[src/sv/medf_pkg.sv]
// Shared types and constants of the streaming median filter.
`default_nettype none

package medf_pkg;

   localparam int PIXEL_W        = 8;
   localparam int FRAME_WIDTH_W  = 11;
   localparam int FRAME_HEIGHT_W = 16;
   localparam int CSR_DATA_W     = 16;

   localparam logic [FRAME_WIDTH_W-1:0]  FRAME_WIDTH_RESET  = 11'd640;
   localparam logic [FRAME_HEIGHT_W-1:0] FRAME_HEIGHT_RESET = 16'd480;

   typedef logic [PIXEL_W-1:0] pixel_type;

   typedef enum logic [0:0] {
      CSR_FRAME_WIDTH  = 1'b0,
      CSR_FRAME_HEIGHT = 1'b1
   } csr_index_type;

   typedef enum logic [0:0] {
      FUNC_PIXEL = 1'b0,
      FUNC_FLUSH = 1'b1
   } func_type;

   typedef struct packed {
      func_type  func;
      pixel_type pixel;
   } req_payload_type;

   typedef struct packed {
      pixel_type median;
      logic      last_of_frame;
   } rsp_payload_type;

endpackage

`default_nettype wire

[src/sv/medf_median.sv]
// Rank-select median of a window of N pixels (one compare layer, popcount, select).
`default_nettype none

module medf_median #(
   parameter int N = 9
) (
   input  wire logic [N*medf_pkg::PIXEL_W-1:0] window,
   output medf_pkg::pixel_type                 median
);

   localparam int MID = (N - 1) / 2;
   localparam int RW  = $clog2(N + 1);

   medf_pkg::pixel_type value [N];
   logic [N-1:0]        below [N];
   logic [RW-1:0]       rank  [N];

   always_comb begin
      for (int i = 0; i < N; i++) begin
         value[i] = window[i*medf_pkg::PIXEL_W +: medf_pkg::PIXEL_W];
      end
   end

   // rank = count of smaller values, ties broken by position, so ranks are unique
   always_comb begin
      median = '0;
      for (int i = 0; i < N; i++) begin
         for (int j = 0; j < N; j++) begin
            below[i][j] = (value[j] < value[i]) || ((j < i) && (value[j] == value[i]));
         end
         rank[i] = RW'($countones(below[i]));
         if (rank[i] == RW'(MID)) begin
            median = median | value[i];
         end
      end
   end

endmodule

`default_nettype wire

[config.mk]
export PLATFORM = sky130hd
export DESIGN_NAME = medf_median
export DESIGN_NICKNAME = d
export VERILOG_FILES = /design/src/sv/medf_pkg.sv /design/src/sv/medf_median.sv
export SDC_FILE = /design/constraint.sdc
export NUM_CORES = 1
export LEC_CHECK = 0
export BUFFER_PORTS_ARGS = -buffer_cell sky130_fd_sc_hd__buf_4
export CELL_PAD_IN_SITES_DETAIL_PLACEMENT = 0
export CELL_PAD_IN_SITES_GLOBAL_PLACEMENT = 2
export CORE_AREA = 2 2 124 186
export DETAILED_ROUTE_END_ITERATION = 12
export DIE_AREA = 0 0 126 188
export PLACE_DENSITY = 0.87
export SYNTH_ARGS = -nofsm -noshare
export SYNTH_HDL_FRONTEND = slang
export SYNTH_SLANG_ARGS = --single-unit
[constraint.sdc]
create_clock -name vclk -period 5.1
set_input_delay 0 -clock vclk [all_inputs]
set_output_delay 0 -clock vclk [all_outputs]
set_load 0.05 [all_outputs]
==> key figures <==
Status
  • Status: finished clean

GRT
  • Largest net degree at the start of global routing: 10
  • Initial antenna violation count: 0
  • Global route overflow: 0
  • First-pass GRT wire length: 52,000 µm
  • Vias in the first global route: 8,600
  • All-Layer GR Usage: 29.2%

Critical path
  • Critical Path Source Type: input port
  • WP data required: 5.10 ns
  • Crit. End Element: output port
  • Arr. time, crit path: 4.97 ns
  • Crit Path Class: input port to output port
  • Worst setup path startpoint: window[33]
  • Crit-path max FO: 6

Finish
  • Ant. Diodes: 0
  • Non-filler cells in the finished layout: 1,398
  • Most common cell after layout, fill and taps aside: ha_1
  • Seq cells: 0
  • Area grow syn2layout: 16.3%
  • Reg area: 0 µm²
  • Post-layout net count: 1,554
  • Util after Layout: 44.5%
  • Clock buffer cells: 0
  • Most frequent cells in the layout: ha_1 (320), buf_4 (121), inv_1 (114)
  • Layout cells sized above 1: 13.5%

Pwr
  • Switching part of the total: 61.1%
  • Total power: 2.87 mW
  • Net Switching: 1.75 mW
  • Gate power share: 100.0%
  • Sequential power share: 0%
  • Worst VDD drop: 0.401 mV
  • Int Power: 1.12 mW
  • Share of power burned in the clock network: 0%
  • Pwr dens: 291 nW/µm²
  • Leakage: 5.26 nW

Die
  • Rows: 67
  • I/O pin cnt: 80
  • Initial Util: 38.3%
  • Total die area: 23,700 µm²
  • Die W: 126 µm
  • Core area: 22,100 µm²
  • Die Height: 188 µm

Synth
  • Synth area leader: ha_1
  • Synth top area cells: ha_1 (48%), fa_1 (8.5%), inv_1 (5.3%)
  • Post-synthesis sequential area ratio: 0%
  • Netlist cell types: 45
  • Number of warnings issued by yosys: 0
  • Syn nets: 1,429
  • Average size of a mapped cell: 8.49 µm²
  • Mapped Area: 8480 µm²
  • Cell count after synthesis: 999
  • Share of the synthesized area in the top cell type: 47.5%

Timing
  • Max-slew violations: 0
  • Setup violations, final: 0
  • Min Tclk post-route: 4.97 ns
  • Final hold violation count: 0
  • Highest achievable clock rate: 201 MHz
  • Worst-Margin Slew: 0.595 ns
  • Unrepaired setup endpoints after global routing: true
  • Fin crit share: 97.4%
  • Minimum hold slack: 0.467 ns
  • Slew HR: 60.2%
  • TNS Setup: 0 ns

Drt
  • Vias: 8,555
  • Final wirelength: 35,100 µm
  • Vias per cell: 6.12
  • Routed WL per cell: 25.1 µm
  • Final ANT Viol Nets: 0
  • Post-route DRC violation count: 0
  • Initial detailed-routing violation count: 541
  • DR pass1 iterations: 5

Place
  • Placed Instances: 1,395
  • Detailed Place HPWL: 28,800 µm
  • Port Buf Inserts: 80
  • GP Congestion: 1.02

Hold path
  • Hold Crit Class: input port to output port
  • Worst Min Path Start: window[42]

Run
  • Max Cap Viol: 0

CTS
  • Hold buffers post-CTS: 0
final cells by class:
class / instances / area (µm²)
Tap cell: 276 / 345
Inverter: 119 / 458
Fill cell: 2278 / 12300
Timing Repair Buffer: 124 / 951
Multi-Input combinational cell: 879 / 8100
power by group through the flow:
stage               clock network (mW)  registers (mW)  logic [mW]
global placement                     0               0        2.72
detailed placement                   0               0        2.75
global route                         0               0        3.10
finish                               0               0        2.87
CTS                                  0               0        2.77
floorplan                            0               0        1.87
what timing repair did:
item	4_1_cts	5_1_grt
resized for setup	3	23
buffers inserted	0	3
hold endpoints to repair	0	0
endpoints found under the setup margin	2	8
pin swaps	0	10
logic make-up (layout without fill, tap and decap cells):
group           count (synthesis)  in the layout  synth area share [%]
compound gates                266            266                  21.3
fa+ha+maj                     358            358                  56.0
simple gates                  255            255                  17.4
buf+inv                       120            243                  5.33
per-layer routing:
metal	track usage, %	wire length [µm]	vias up
met2	52.1	17000	304
met1	34.9	13800	4088
met3	2.14	1930	109
li1	-	-	4054
met4	14.7	2420	0
met5	0	0	-
synthesized netlist by cell type, types with 2 or more instances:
| cell | number |
|---|---|
| a2111oi_0 | 2 |
| a211oi_1 | 4 |
| a211oi_2 | 2 |
| a21boi_0 | 4 |
| a21o_1 | 59 |
| a21oi_1 | 69 |
| a221o_1 | 2 |
| a222oi_1 | 12 |
| a22o_1 | 4 |
| a22oi_1 | 10 |
| a31oi_1 | 2 |
| and3_1 | 3 |
| fa_1 | 36 |
| ha_1 | 322 |
| inv_1 | 119 |
| nand2_1 | 17 |
| nand2b_1 | 31 |
| nand3_1 | 21 |
| nand3b_1 | 3 |
| nand4_1 | 61 |
| nor2_1 | 46 |
| nor2b_1 | 41 |
| nor3_1 | 9 |
| nor4b_1 | 2 |
| nor4b_2 | 2 |
| o21a_1 | 11 |
| o21ai_0 | 33 |
| o21ai_1 | 8 |
| o22a_1 | 10 |
| o22ai_1 | 23 |
| o31a_1 | 6 |
| or2_1 | 2 |
| or3_1 | 4 |
| or4_1 | 8 |
metrics by stage:
step                      cell area (µm²)  setup WS [ns]
final                                9860          0.133
after global routing                 9860        -0.0412
after CTS                            9750         0.0330
after detailed placement             9740         -0.105
after global placement               9740        -0.0793
after floorplan                      8480          0.637
worst max-delay path, cell delays in order:
cell,delay (ns)
buf_4,0.12
clkinvlp_4,0.22
ha_1,0.35
nor2b_1,0.13
o21ai_0,0.16
nand2b_1,0.08
a21oi_1,0.20
o22ai_1,0.14
fa_1,0.53
fa_1,0.52
fa_1,0.54
inv_1,0.04
ha_1,0.22
inv_1,0.08
fa_1,0.45
nand2b_4,0.11
nor3_1,0.08
or2_4,0.30
a222oi_1,0.31
nand3_1,0.19
buf_6,0.20
worst paths after layout:
check | end | cells after the start
worst max-delay path | median[0] | 21
worst min-delay path | median[2] | 4
(Power assumes the default switching activity.)
